===== src/hw/rtl/mcr_pkg.sv =====
`default_nettype none

package mcr_pkg;

  // Command codes on the request channel
  localparam logic CmdStart = 1'b0;
  localparam logic CmdStep  = 1'b1;

  // Index of the final result of a step, per mode
  localparam logic [2:0] LastOutline = 3'd7;
  localparam logic [2:0] LastFill    = 3'd3;

  // Job queue between front and back
  localparam int QueueDepth = 2;
  localparam int QPtrW      = 1;
  localparam int QCntW      = 2;

  typedef logic signed [13:0] coord_t;

  // One octant step (or a finish marker) handed to the back end
  typedef struct packed {
    logic        finish;
    logic        fill;
    logic [11:0] cx;
    logic [11:0] cy;
    logic [10:0] ox;
    logic [10:0] oy;
    logic [31:0] color;
  } job_t;

endpackage

`default_nettype wire


===== src/hw/rtl/mcr_front.sv =====
`default_nettype none

module mcr_front (
  input  wire logic          clk_i,
  input  wire logic          rst_ni,
  input  wire logic          in_valid_i,
  output logic               in_stall_o,
  input  wire logic          command_i,
  input  wire logic [11:0]   center_x_i,
  input  wire logic [11:0]   center_y_i,
  input  wire logic [10:0]   radius_i,
  input  wire logic          filled_i,
  input  wire logic [31:0]   color_i,
  input  wire logic          full_i,
  output logic               push_o,
  output mcr_pkg::job_t      push_job_o
);

  logic [10:0]        ox_q, ox_d;
  logic [10:0]        oy_q, oy_d;
  logic signed [15:0] dec_q, dec_d;
  logic [11:0]        cx_q, cx_d;
  logic [11:0]        cy_q, cy_d;
  logic               fill_q, fill_d;
  logic [31:0]        color_q, color_d;
  logic               active_q, active_d;

  logic               accept;
  logic               done;
  logic               dec_nonpos;
  logic [11:0]        y_new;
  logic [10:0]        x_new;
  logic signed [15:0] y_new_s;
  logic signed [15:0] x_new_s;
  logic signed [15:0] dec_inc;

  // Start requests need no queue space, but the stall stays payload-free
  assign in_stall_o = full_i;
  assign accept     = in_valid_i & ~full_i;

  // Octant exhausted or no circle loaded: this step only finishes
  assign done = ~active_q | (oy_q > ox_q);

  // Midpoint decision update
  assign dec_nonpos = dec_q[15] | (dec_q == 16'sd0);
  assign y_new      = {1'b0, oy_q} + 12'd1;
  assign x_new      = (dec_nonpos || ox_q == 11'd0) ? ox_q : ox_q - 11'd1;
  assign y_new_s    = signed'({4'b0, y_new});
  assign x_new_s    = signed'({5'b0, x_new});
  assign dec_inc    = dec_nonpos ? (y_new_s <<< 1) + 16'sd1
                                 : ((y_new_s - x_new_s) <<< 1) + 16'sd1;

  // Job snapshot taken before the state moves on
  assign push_o = accept & (command_i == mcr_pkg::CmdStep);
  always_comb begin
    push_job_o.finish = done;
    push_job_o.fill   = fill_q;
    push_job_o.cx     = cx_q;
    push_job_o.cy     = cy_q;
    push_job_o.ox     = ox_q;
    push_job_o.oy     = oy_q;
    push_job_o.color  = color_q;
  end

  // Circle state next value
  always_comb begin
    ox_d     = ox_q;
    oy_d     = oy_q;
    dec_d    = dec_q;
    cx_d     = cx_q;
    cy_d     = cy_q;
    fill_d   = fill_q;
    color_d  = color_q;
    active_d = active_q;
    if (accept) begin
      if (command_i == mcr_pkg::CmdStart) begin
        cx_d     = center_x_i;
        cy_d     = center_y_i;
        fill_d   = filled_i;
        color_d  = color_i;
        ox_d     = radius_i;
        oy_d     = 11'd0;
        dec_d    = 16'sd1 - signed'({5'b0, radius_i});
        active_d = 1'b1;
      end else if (done) begin
        active_d = 1'b0;
      end else begin
        oy_d  = y_new[10:0];
        ox_d  = x_new;
        dec_d = dec_q + dec_inc;
      end
    end
  end

  always_ff @(posedge clk_i or negedge rst_ni) begin
    if (!rst_ni) begin
      ox_q     <= '0;
      oy_q     <= '0;
      dec_q    <= '0;
      cx_q     <= '0;
      cy_q     <= '0;
      fill_q   <= 1'b0;
      color_q  <= '0;
      active_q <= 1'b0;
    end else begin
      ox_q     <= ox_d;
      oy_q     <= oy_d;
      dec_q    <= dec_d;
      cx_q     <= cx_d;
      cy_q     <= cy_d;
      fill_q   <= fill_d;
      color_q  <= color_d;
      active_q <= active_d;
    end
  end

  // A finishing step always drops the active flag
  assert property (@(posedge clk_i) disable iff (!rst_ni)
    (push_o && push_job_o.finish) |=> !active_q)
    else $error("active flag survived a finishing step");

endmodule

`default_nettype wire


===== src/hw/rtl/mcr_queue.sv =====
`default_nettype none

module mcr_queue (
  input  wire logic           clk_i,
  input  wire logic           rst_ni,
  input  wire logic           push_i,
  input  wire mcr_pkg::job_t  push_job_i,
  output logic                full_o,
  input  wire logic           pop_i,
  output logic                avail_o,
  output mcr_pkg::job_t       head_o
);

  mcr_pkg::job_t                  entry_q [mcr_pkg::QueueDepth];
  logic [mcr_pkg::QPtrW-1:0]      wr_q, rd_q;
  logic [mcr_pkg::QCntW-1:0]      cnt_q;

  assign full_o  = (cnt_q == mcr_pkg::QCntW'(mcr_pkg::QueueDepth));
  assign avail_o = (cnt_q != '0);
  assign head_o  = entry_q[rd_q];

  // Entry storage
  always_ff @(posedge clk_i) begin
    if (push_i) begin
      entry_q[wr_q] <= push_job_i;
    end
  end

  // Pointers and fill count
  always_ff @(posedge clk_i or negedge rst_ni) begin
    if (!rst_ni) begin
      wr_q  <= '0;
      rd_q  <= '0;
      cnt_q <= '0;
    end else begin
      if (push_i) begin
        wr_q <= wr_q + 1'b1;
      end
      if (pop_i) begin
        rd_q <= rd_q + 1'b1;
      end
      cnt_q <= cnt_q + mcr_pkg::QCntW'(push_i) - mcr_pkg::QCntW'(pop_i);
    end
  end

  assert property (@(posedge clk_i) disable iff (!rst_ni) push_i |-> !full_o)
    else $error("push into full job queue");

  assert property (@(posedge clk_i) disable iff (!rst_ni) pop_i |-> avail_o)
    else $error("pop from empty job queue");

endmodule

`default_nettype wire


===== src/hw/rtl/mcr_back.sv =====
`default_nettype none

module mcr_back (
  input  wire logic            clk_i,
  input  wire logic            rst_ni,
  input  wire logic            avail_i,
  input  wire mcr_pkg::job_t   job_i,
  output logic                 pop_o,
  output logic                 out_valid_o,
  input  wire logic            out_stall_i,
  output mcr_pkg::coord_t      span_left_x_o,
  output mcr_pkg::coord_t      span_right_x_o,
  output mcr_pkg::coord_t      row_y_o,
  output logic [31:0]          pixel_color_o,
  output logic                 finished_o,
  output logic                 last_o
);

  logic [2:0]       idx_q, idx_d;
  logic             vld_q, vld_d;
  mcr_pkg::coord_t  lx_q, rx_q, ry_q;
  logic [31:0]      col_q;
  logic             fin_q, lst_q;

  logic             load;
  logic             is_last;
  mcr_pkg::coord_t  lx, rx, ry;
  logic [13:0]      cx, cy, xo, yo;
  logic [13:0]      cxmx, cxpx, cxmy, cxpy, cymy, cypy, cymx, cypx;

  // Output register refills when empty or when its result is taken
  assign load = ~vld_q | ~out_stall_i;

  // Candidate coordinates of the current step
  assign cx   = {2'b0, job_i.cx};
  assign cy   = {2'b0, job_i.cy};
  assign xo   = {3'b0, job_i.ox};
  assign yo   = {3'b0, job_i.oy};
  assign cxmx = cx - xo;
  assign cxpx = cx + xo;
  assign cxmy = cx - yo;
  assign cxpy = cx + yo;
  assign cymy = cy - yo;
  assign cypy = cy + yo;
  assign cymx = cy - xo;
  assign cypx = cy + xo;

  // Select the result for the current index
  always_comb begin
    lx = '0;
    rx = '0;
    ry = '0;
    if (job_i.finish) begin
      is_last = 1'b1;
    end else if (job_i.fill) begin
      is_last = (idx_q == mcr_pkg::LastFill);
      case (idx_q[1:0])
        2'd0: begin lx = signed'(cxmx); rx = signed'(cxpx); ry = signed'(cymy); end
        2'd1: begin lx = signed'(cxmx); rx = signed'(cxpx); ry = signed'(cypy); end
        2'd2: begin lx = signed'(cxmy); rx = signed'(cxpy); ry = signed'(cymx); end
        default: begin lx = signed'(cxmy); rx = signed'(cxpy); ry = signed'(cypx); end
      endcase
    end else begin
      is_last = (idx_q == mcr_pkg::LastOutline);
      case (idx_q)
        3'd0: begin lx = signed'(cxmx); ry = signed'(cymy); end
        3'd1: begin lx = signed'(cxpx); ry = signed'(cymy); end
        3'd2: begin lx = signed'(cxmx); ry = signed'(cypy); end
        3'd3: begin lx = signed'(cxpx); ry = signed'(cypy); end
        3'd4: begin lx = signed'(cxmy); ry = signed'(cymx); end
        3'd5: begin lx = signed'(cxpy); ry = signed'(cymx); end
        3'd6: begin lx = signed'(cxmy); ry = signed'(cypx); end
        default: begin lx = signed'(cxpy); ry = signed'(cypx); end
      endcase
      rx = lx;
    end
  end

  // Sequencer: one result per cycle while the output is not stalled, pop on the last one
  assign pop_o = load & avail_i & is_last;
  always_comb begin
    idx_d = idx_q;
    vld_d = vld_q;
    if (load) begin
      vld_d = avail_i;
      if (avail_i) begin
        idx_d = is_last ? 3'd0 : idx_q + 3'd1;
      end
    end
  end

  always_ff @(posedge clk_i or negedge rst_ni) begin
    if (!rst_ni) begin
      idx_q <= '0;
      vld_q <= 1'b0;
    end else begin
      idx_q <= idx_d;
      vld_q <= vld_d;
    end
  end

  // Output payload
  always_ff @(posedge clk_i) begin
    if (load && avail_i) begin
      lx_q  <= lx;
      rx_q  <= rx;
      ry_q  <= ry;
      col_q <= job_i.color;
      fin_q <= job_i.finish;
      lst_q <= is_last;
    end
  end

  assign out_valid_o    = vld_q;
  assign span_left_x_o  = lx_q;
  assign span_right_x_o = rx_q;
  assign row_y_o        = ry_q;
  assign pixel_color_o  = col_q;
  assign finished_o     = fin_q;
  assign last_o         = lst_q;

  assert property (@(posedge clk_i) disable iff (!rst_ni)
    (vld_q && fin_q) |-> (lst_q && lx_q == '0 && rx_q == '0 && ry_q == '0))
    else $error("finish result carries coordinates or lacks last");

  assert property (@(posedge clk_i) disable iff (!rst_ni)
    (avail_i && job_i.fill && !job_i.finish) |-> (idx_q <= mcr_pkg::LastFill))
    else $error("span index ran past the fourth span");

endmodule

`default_nettype wire


===== src/hw/rtl/midpoint_circle_rasterizer_unit.sv =====
// Midpoint circle rasterizer.
// Request channel: in_valid_i / in_stall_o with command_i and the circle
// fields. A start request (command 0) loads centre, radius, mode and color
// and produces nothing. Each step request (command 1) produces eight outline
// points or four horizontal spans of one octant step; a step after the octant
// is exhausted (or with no circle loaded) produces one finished result.
// Result channel: out_valid_o / out_stall_i, one result per cycle while
// out_stall_i is low, last_o on the final result of each step request.
// The first result of a step is registered in the job queue and then in
// the output register. The single output register gives one result per
// cycle while out_stall_i is low.
// A two-entry job queue between the front (circle state) and the back
// (result sequencer) lets requests be taken while results still drain.
// Reset clears the circle state, the queue and the output valid.
// While out_stall_i is high the result holds; the queue fills and then
// in_stall_o rises.
`default_nettype none

module midpoint_circle_rasterizer_unit (
  input  wire logic             clk_i,
  input  wire logic             rst_ni,
  input  wire logic             in_valid_i,
  output logic                  in_stall_o,
  input  wire logic             command_i,
  input  wire logic [11:0]      center_x_i,
  input  wire logic [11:0]      center_y_i,
  input  wire logic [10:0]      radius_i,
  input  wire logic             filled_i,
  input  wire logic [31:0]      color_i,
  output logic                  out_valid_o,
  input  wire logic             out_stall_i,
  output mcr_pkg::coord_t       span_left_x_o,
  output mcr_pkg::coord_t       span_right_x_o,
  output mcr_pkg::coord_t       row_y_o,
  output logic [31:0]           pixel_color_o,
  output logic                  finished_o,
  output logic                  last_o
);

  logic          full;
  logic          push;
  mcr_pkg::job_t push_job;
  logic          pop;
  logic          avail;
  mcr_pkg::job_t head;

  mcr_front u_front (
    .clk_i      (clk_i),
    .rst_ni     (rst_ni),
    .in_valid_i (in_valid_i),
    .in_stall_o (in_stall_o),
    .command_i  (command_i),
    .center_x_i (center_x_i),
    .center_y_i (center_y_i),
    .radius_i   (radius_i),
    .filled_i   (filled_i),
    .color_i    (color_i),
    .full_i     (full),
    .push_o     (push),
    .push_job_o (push_job)
  );

  mcr_queue u_queue (
    .clk_i      (clk_i),
    .rst_ni     (rst_ni),
    .push_i     (push),
    .push_job_i (push_job),
    .full_o     (full),
    .pop_i      (pop),
    .avail_o    (avail),
    .head_o     (head)
  );

  mcr_back u_back (
    .clk_i          (clk_i),
    .rst_ni         (rst_ni),
    .avail_i        (avail),
    .job_i          (head),
    .pop_o          (pop),
    .out_valid_o    (out_valid_o),
    .out_stall_i    (out_stall_i),
    .span_left_x_o  (span_left_x_o),
    .span_right_x_o (span_right_x_o),
    .row_y_o        (row_y_o),
    .pixel_color_o  (pixel_color_o),
    .finished_o     (finished_o),
    .last_o         (last_o)
  );

endmodule

`default_nettype wire

===== config.mk =====
export PLATFORM = sky130hd
export DESIGN_NAME = midpoint_circle_rasterizer_unit
export DESIGN_NICKNAME = d
export VERILOG_FILES = /design/src/hw/rtl/mcr_pkg.sv /design/src/hw/rtl/mcr_front.sv /design/src/hw/rtl/mcr_queue.sv /design/src/hw/rtl/mcr_back.sv /design/src/hw/rtl/midpoint_circle_rasterizer_unit.sv
export SDC_FILE = /design/constraint.sdc
export NUM_CORES = 1
export LEC_CHECK = 0
export BUFFER_PORTS_ARGS = -buffer_cell sky130_fd_sc_hd__buf_2
export CAP_MARGIN = 20
export CORE_MARGIN = 1.5
export CORE_UTILIZATION = 50
export DETAILED_ROUTE_END_ITERATION = 8
export PLACE_DENSITY = 0.74
export SLEW_MARGIN = 30
export SYNTH_ARGS = -nofsm -noshare
export SYNTH_HDL_FRONTEND = slang
export SYNTH_HIERARCHICAL = 1
export SYNTH_SLANG_ARGS = --single-unit

===== constraint.sdc =====
create_clock -name clk_i -period 12.34 [get_ports clk_i]
set_input_delay 2.468 -clock clk_i [delete_from_list [all_inputs] [get_ports clk_i]]
set_output_delay 2.468 -clock clk_i [all_outputs]
set_load 0.01 [all_outputs]

Yosys cells after proc, flatten, opt, wreduce, memory -nomap -nowiden --
Memory sizes are Yosys's and may differ from the RTL's. Index checks and enable logic that the tools add are counted.
Word-level totals: flip-flop bits (word level) 180, memory bits (writable) 160, word-level logic and storage cells 106, memories 1
Memory list:
- u_queue.entry_q | words 2, width 80, rd ports 1, clocked after memory_dff 0, wr ports 1, RTL line mcr_queue.sv:14 | mcr_pkg::job_t entry_q [mcr_pkg::QueueDepth];
Cells by class: $add $sub $neg 20, $lt $le $gt $ge 1, equal/unequal tests 12, mux-type cells 23, bitwise gates (word level) 12, reductions and logical operators 18
Operators with widths (number):
- $pmux 14 s3 | 3
- $mux 14 | 5
- $sub 12x11->13 | 5
- $mux 11 | 5
- $add 12x11->13 | 4
- $mux 16 | 3
- $add 16x16->16 | 1
- $add 16x2->16 const B | 1
- $logic_not 16->1 | 1
- $add 13x1->14 const B | 1
- $reduce_or 2->1 | 7
- $add 11x1->12 const B | 1
- $eq 3x3->1 const B | 4
- $sub 1x11->12 const A | 1
- $gt 11x11->1 | 1
- $logic_not 11->1 | 1
- $sub 11x1->11 const B | 1
- $reduce_and 2->1 | 4
- $eq 3x2->1 const B | 2
- $mux 1 | 6
- $not 1->1 | 5
- $and 1x1->1 | 4
- $eq 2x2->1 const B | 2
- $add 3x1->3 const B | 1
- 14 further kinds | 17

Logic depth before layout (Yosys ltp) --
depth after elaboration 10, depth in mapped cells 25, gate-level depth less buffers 24

Cells and area by module --
Netlist, hierarchy kept.
Modules (own cells, without submodules):
- mcr_back | instances 1, cells each 963, area an instance 8270.4 um^2, seq. area each 2352.3 um^2
- mcr_queue | instances 1, cells each 264, area an instance 6372.4 um^2, seq. area each 4904.7 um^2
- mcr_front | instances 1, cells each 617, area an instance 6064.6 um^2, seq. area each 2402.3 um^2

Worst setup path after synthesis --
No wires, ideal clock.
path type input-to-reg, start point input in_valid_i, end point memory u_queue/entry_q[0][0] (netlist name), enable pin, data arrival time 6.552 ns, setup slack 5.259 ns, cell stages on the path 4, buffers on the path 0, cell sequence nor2b_1 -> nand2_1 -> inv_1 -> nor2b_1
On the way: cells in the longest elaborated chain, start to end 4
Ends and longest elaborated chain:
- start, declared | RTL line midpoint_circle_rasterizer_unit.sv:22 | input wire logic in_valid_i,
- $and 1x1->1 | RTL line mcr_front.sv:39 | assign accept = in_valid_i & ~full_i;
- $and 1x1->1 | RTL line mcr_front.sv:54 | assign push_o = accept & (command_i == mcr_pkg::CmdStep);
- named net push | RTL line midpoint_circle_rasterizer_unit.sv:41 | logic push;
- $mux 1 | RTL line mcr_queue.sv:24 | if (push_i) begin
- $mux 1 (implied by the code) | RTL line mcr_queue.sv:25 | entry_q[wr_q] <= push_job_i;
- end, declared | RTL line mcr_queue.sv:14
The timed path passes the listed nets, and every way through them passes these cells.

Final worst setup path --
start point register u_front.ox_q[0], end point register u_front.dec_q[13]
On the way: cells in the longest elaborated chain, start to end 9, elaborated cells on any way between the ends 14, classes of those cells add/sub: 4; order compare: 1; eq/ne: 1; mux: 4; bitwise: 1; reduce/logical: 3
Ends and longest elaborated chain:
- start, declared | RTL line mcr_front.sv:19 | logic [10:0] ox_q, ox_d;
- start signal, assigned | RTL line mcr_front.sv:97 | ox_q <= '0;
- start signal, assigned | RTL line mcr_front.sv:106 | ox_q <= ox_d;
- parallel branches: the longest is 9 deep, another holds $add 16x2->16
- end signal, assigned | RTL line mcr_front.sv:99 | dec_q <= '0;
- end signal, assigned | RTL line mcr_front.sv:108 | dec_q <= dec_d;
- end, declared | RTL line mcr_front.sv:21 | logic signed [15:0] dec_q, dec_d;
Several ways; the timed one is not identified. The select of a mux whose other input is x is not followed. A chain may end at the register's enable or synchronous reset.

==> results.yml <==
status:
  status: "complete, no violations"
route:
  initialDrtViolationCount: 1232
  ant_nets: 0
  avgViaCountPerCell: 5.88
  routed_wl_um: 53400
  routedWlPerCell_um: 21.2
  drtPass1Iterations: 5
  drcViolationCount: 0
  num_vias: 14800
worst_hold_path:
  hp-start: "u_front/color_q[27]$_DFFE_PN0P_"
  min_path_cells: 0
  hold_class: "register to register"
  min_to: "u_queue/entry_q[1][27]$_DFFE_PP_"
floorplanning:
  die_area_um2: 42600
  dieHeight_um: 207
  fp.coreArea_um2: 40800
  num_rows: 74
  io_pins: 151
  die_w_um: 207
  start_util_pct: 50.7
sta:
  whs_ns: 0.461
  fmax_mhz: 172
  rsz0062_at_grt: "false"
  drv_slew: 0
  fin_crit_ns: 5.83
  setup_violations: 0
  period_share_pct: 47.2
  fin_setup_tns_ns: 0
  maxSlewHeadroom_pct: 40.4
  tightestPinTransition_ns: 0.894
  hold_viol: 0
  finClkSkew_ns: 0.0353
clock_tree:
  htree_levels: 2
  cts_setup_buffers: 0
  ctsLongestPathBuffers: 3
  clock_latency_ns: 0.58
  holdBufCountCts: 0
  ctsResizeCount: 0
  cts_tree: "done"
  cts.clk_slew.worst_paths_ns: 0.06
  root_buffer: "clkbuf_16"
  cts.sinks: 339
  numCtsBuffers: 38
setup_path:
  cp.required_ns: 12.78
  start_kind: "register"
  path_class: "register to register"
  end_kind: "register"
  reg2reg_slack_ns: 6.51
  rr_endpoint: "u_front/dec_q[13]$_DFFE_PN0P_"
  crit_arrival_ns: 6.27
  worstReg2RegStart: "u_front/ox_q[0]$_DFFE_PN0P_"
  crit_fanout: 7
  rr_worst_depth: 20
cells_and_area:
  fin_cells: 2522
  nets: 2179
  synthToLayoutAreaGrowth_pct: 11.6
  drive_above_1_share_pct: 20.0
global_routing:
  grt_pass1_vias: 14200
  grt_usage_pct: 24.9
  grt_pass1_wl_um: 81200
  antenna_found_initial: 3
  overflow: 0
  grt_max_degree: 81
placement:
  numPlacedInstances: 2451
  gp_congestion: 0.984
  post-dp-hpwl_um: 39400
  io_buffers: 150
yosys:
  synthTopCellsByArea: "edfxtp_1, dfrtp_1, ha_1"
  synth_nets: 2064
  yosys.area.top_type_share_pct: 34.1
  yosysWarningCount: 6
  synth_ff_type: "edfxtp_1"
  ys_types: 79
  synthArstFlopShare_pct: 30.7
  ys_seq_area_share_pct: 46.6
  synth_top_area_cell: "edfxtp_1"
  ys_seq_elements: 339
  syn_avg_cell_area_um2: 11.2
  syn-instance-count: 1844
  synth-edff-count: 235
  netlist_area_um2: 20700
power_and_ir_drop:
  ir_drop_mv: 0.147
  p_leak_uw: 0.00958
  power_per_cell_area_nw_per_um2: 311
  total_power_uw: 7170
job:
  timing.max_cap.violations: 0
-- power breakdown --
part	switching (µW)	internal, µW
clock network	489	685
logic	2420	1630
registers	229	1730
total	3140	4040
-- worst max-delay path, cell delays in order (launching register included) --
cell and delay [ns]:
dfrtp_1 0.40, inv_1 0.20, ha_1 0.32, or4b_1 0.48
or4_1 0.46, and2_1 0.33, xnor2_1 0.22, ha_1 0.20
inv_1 0.06, fa_1 0.47, a211oi_1 0.44, o21a_1 0.21
nor2_1 0.06, o31ai_1 0.28, ha_1 0.34, a21oi_1 0.22
nor2b_1 0.07, a311oi_1 0.49, o21ai_0 0.17, o311ai_0 0.15
a21oi_1 0.12
-- cells in the mapped netlist (all sizes together), types with 15 or more instances --
cell / n
nor2: 134
nand2: 90
nor3: 47
nor2b: 31
o21ai: 107
a211oi: 22
inv: 94
a21oi: 119
ha: 137
dfrtp: 104
mux2i: 15
nand3: 29
edfxtp: 235
xor2: 31
a31oi: 17
nand2b: 22
a21o: 24
o31ai: 17
buf: 29
mux2: 143
clkbuf: 60
o21a: 23
xnor2: 76
-- metal layers --
metal / track usage (%) / routed length [µm]
met5: 0 / 14
met4: 9.21 / 1780
met3: 4.05 / 3090
met2: 40.2 / 25000
met1: 33.7 / 23500
-- kinds of logic (layout without fill, tap and decap cells) --
| logic type | count (synthesis) | count (layout) | synth area share, % |
|---|---|---|---|
| mux | 158 | 158 | 9.93 |
| fa+ha+maj | 147 | 147 | 9.24 |
| buf+inv | 183 | 328 | 4.18 |
| other cells | 0 | 1 | 0 |
| compound gates | 478 | 478 | 15.2 |
| xor+xnor | 108 | 108 | 4.64 |
| simple gates | 431 | 431 | 10.2 |
| flops | 339 | 339 | 46.6 |
-- cell type report --
class	instances	area [µm²]
clock inverter	19	260
sequential	339	9660
fill	3407	17700
timing repair buffer	164	890
antenna	1	2.50
inverter	94	354
clock buffer	51	1060
multi-input combinational	1322	10200
tap	532	666
-- cell usage in the layout (no fill, tap or decap), drive strengths merged, types with 24 or more instances in the layout --
cell	instances
a21o	24
a21oi	119
buf	164
clkbuf	51
dfrtp	104
edfxtp	235
ha	137
inv	98
mux2	143
nand2	90
nand3	29
nor2	134
nor2b	31
nor3	47
o21ai	107
xnor2	76
xor2	31
-- registers in the layout, summed over array words and instances, names as in the netlist --
signal and cells:
u_back/last_o 1, u_front/cy_q 12, u_queue/entry_q 160, u_front/oy_q 11, u_back/finished_o 1, u_front/ox_q 11
u_queue/wr_q 1, u_front/active_q 1, u_back/out_valid_o 1, u_queue/rd_q 1, u_back/span_right_x_o 14, u_back/span_left_x_o 13
u_back/pixel_color_o 32, u_queue/cnt_q 2, u_back/row_y_o 14, u_front/dec_q 16, u_back/idx_q 3, u_front/fill_q 1
u_front/cx_q 12, u_front/color_q 32
-- how the worst max path moves through the flow --
stage,startpoint,to,slack (ns)
CTS,u_front/ox_q[0]$_DFFE_PN0P_,u_front/dec_q[12]$_DFFE_PN0P_,6.53
finish,u_front/ox_q[0]$_DFFE_PN0P_,u_front/dec_q[13]$_DFFE_PN0P_,6.51
detailed placement,u_front/ox_q[0]$_DFFE_PN0P_,u_front/dec_q[12]$_DFFE_PN0P_,6.58
global placement,u_front/ox_q[0]$_DFFE_PN0P_,u_front/dec_q[12]$_DFFE_PN0P_,6.60
global route,u_front/ox_q[0]$_DFFE_PN0P_,u_front/dec_q[12]$_DFFE_PN0P_,6.01
floorplan,in_valid_i,u_queue/entry_q[0][0]$_DFFE_PP_,5.26
-- metrics by stage --
step                utilization, %  setup slack [ns]  area, µm²
finish                        56.6              6.51      23100
global route                  56.6              6.01      23100
CTS                           56.6              6.53      23100
detailed placement            53.3              6.58      21800
global placement              53.2              6.60      21700
floorplan                        -              5.26      20700
No activity file was read; power rests on OpenSTA's default activity.
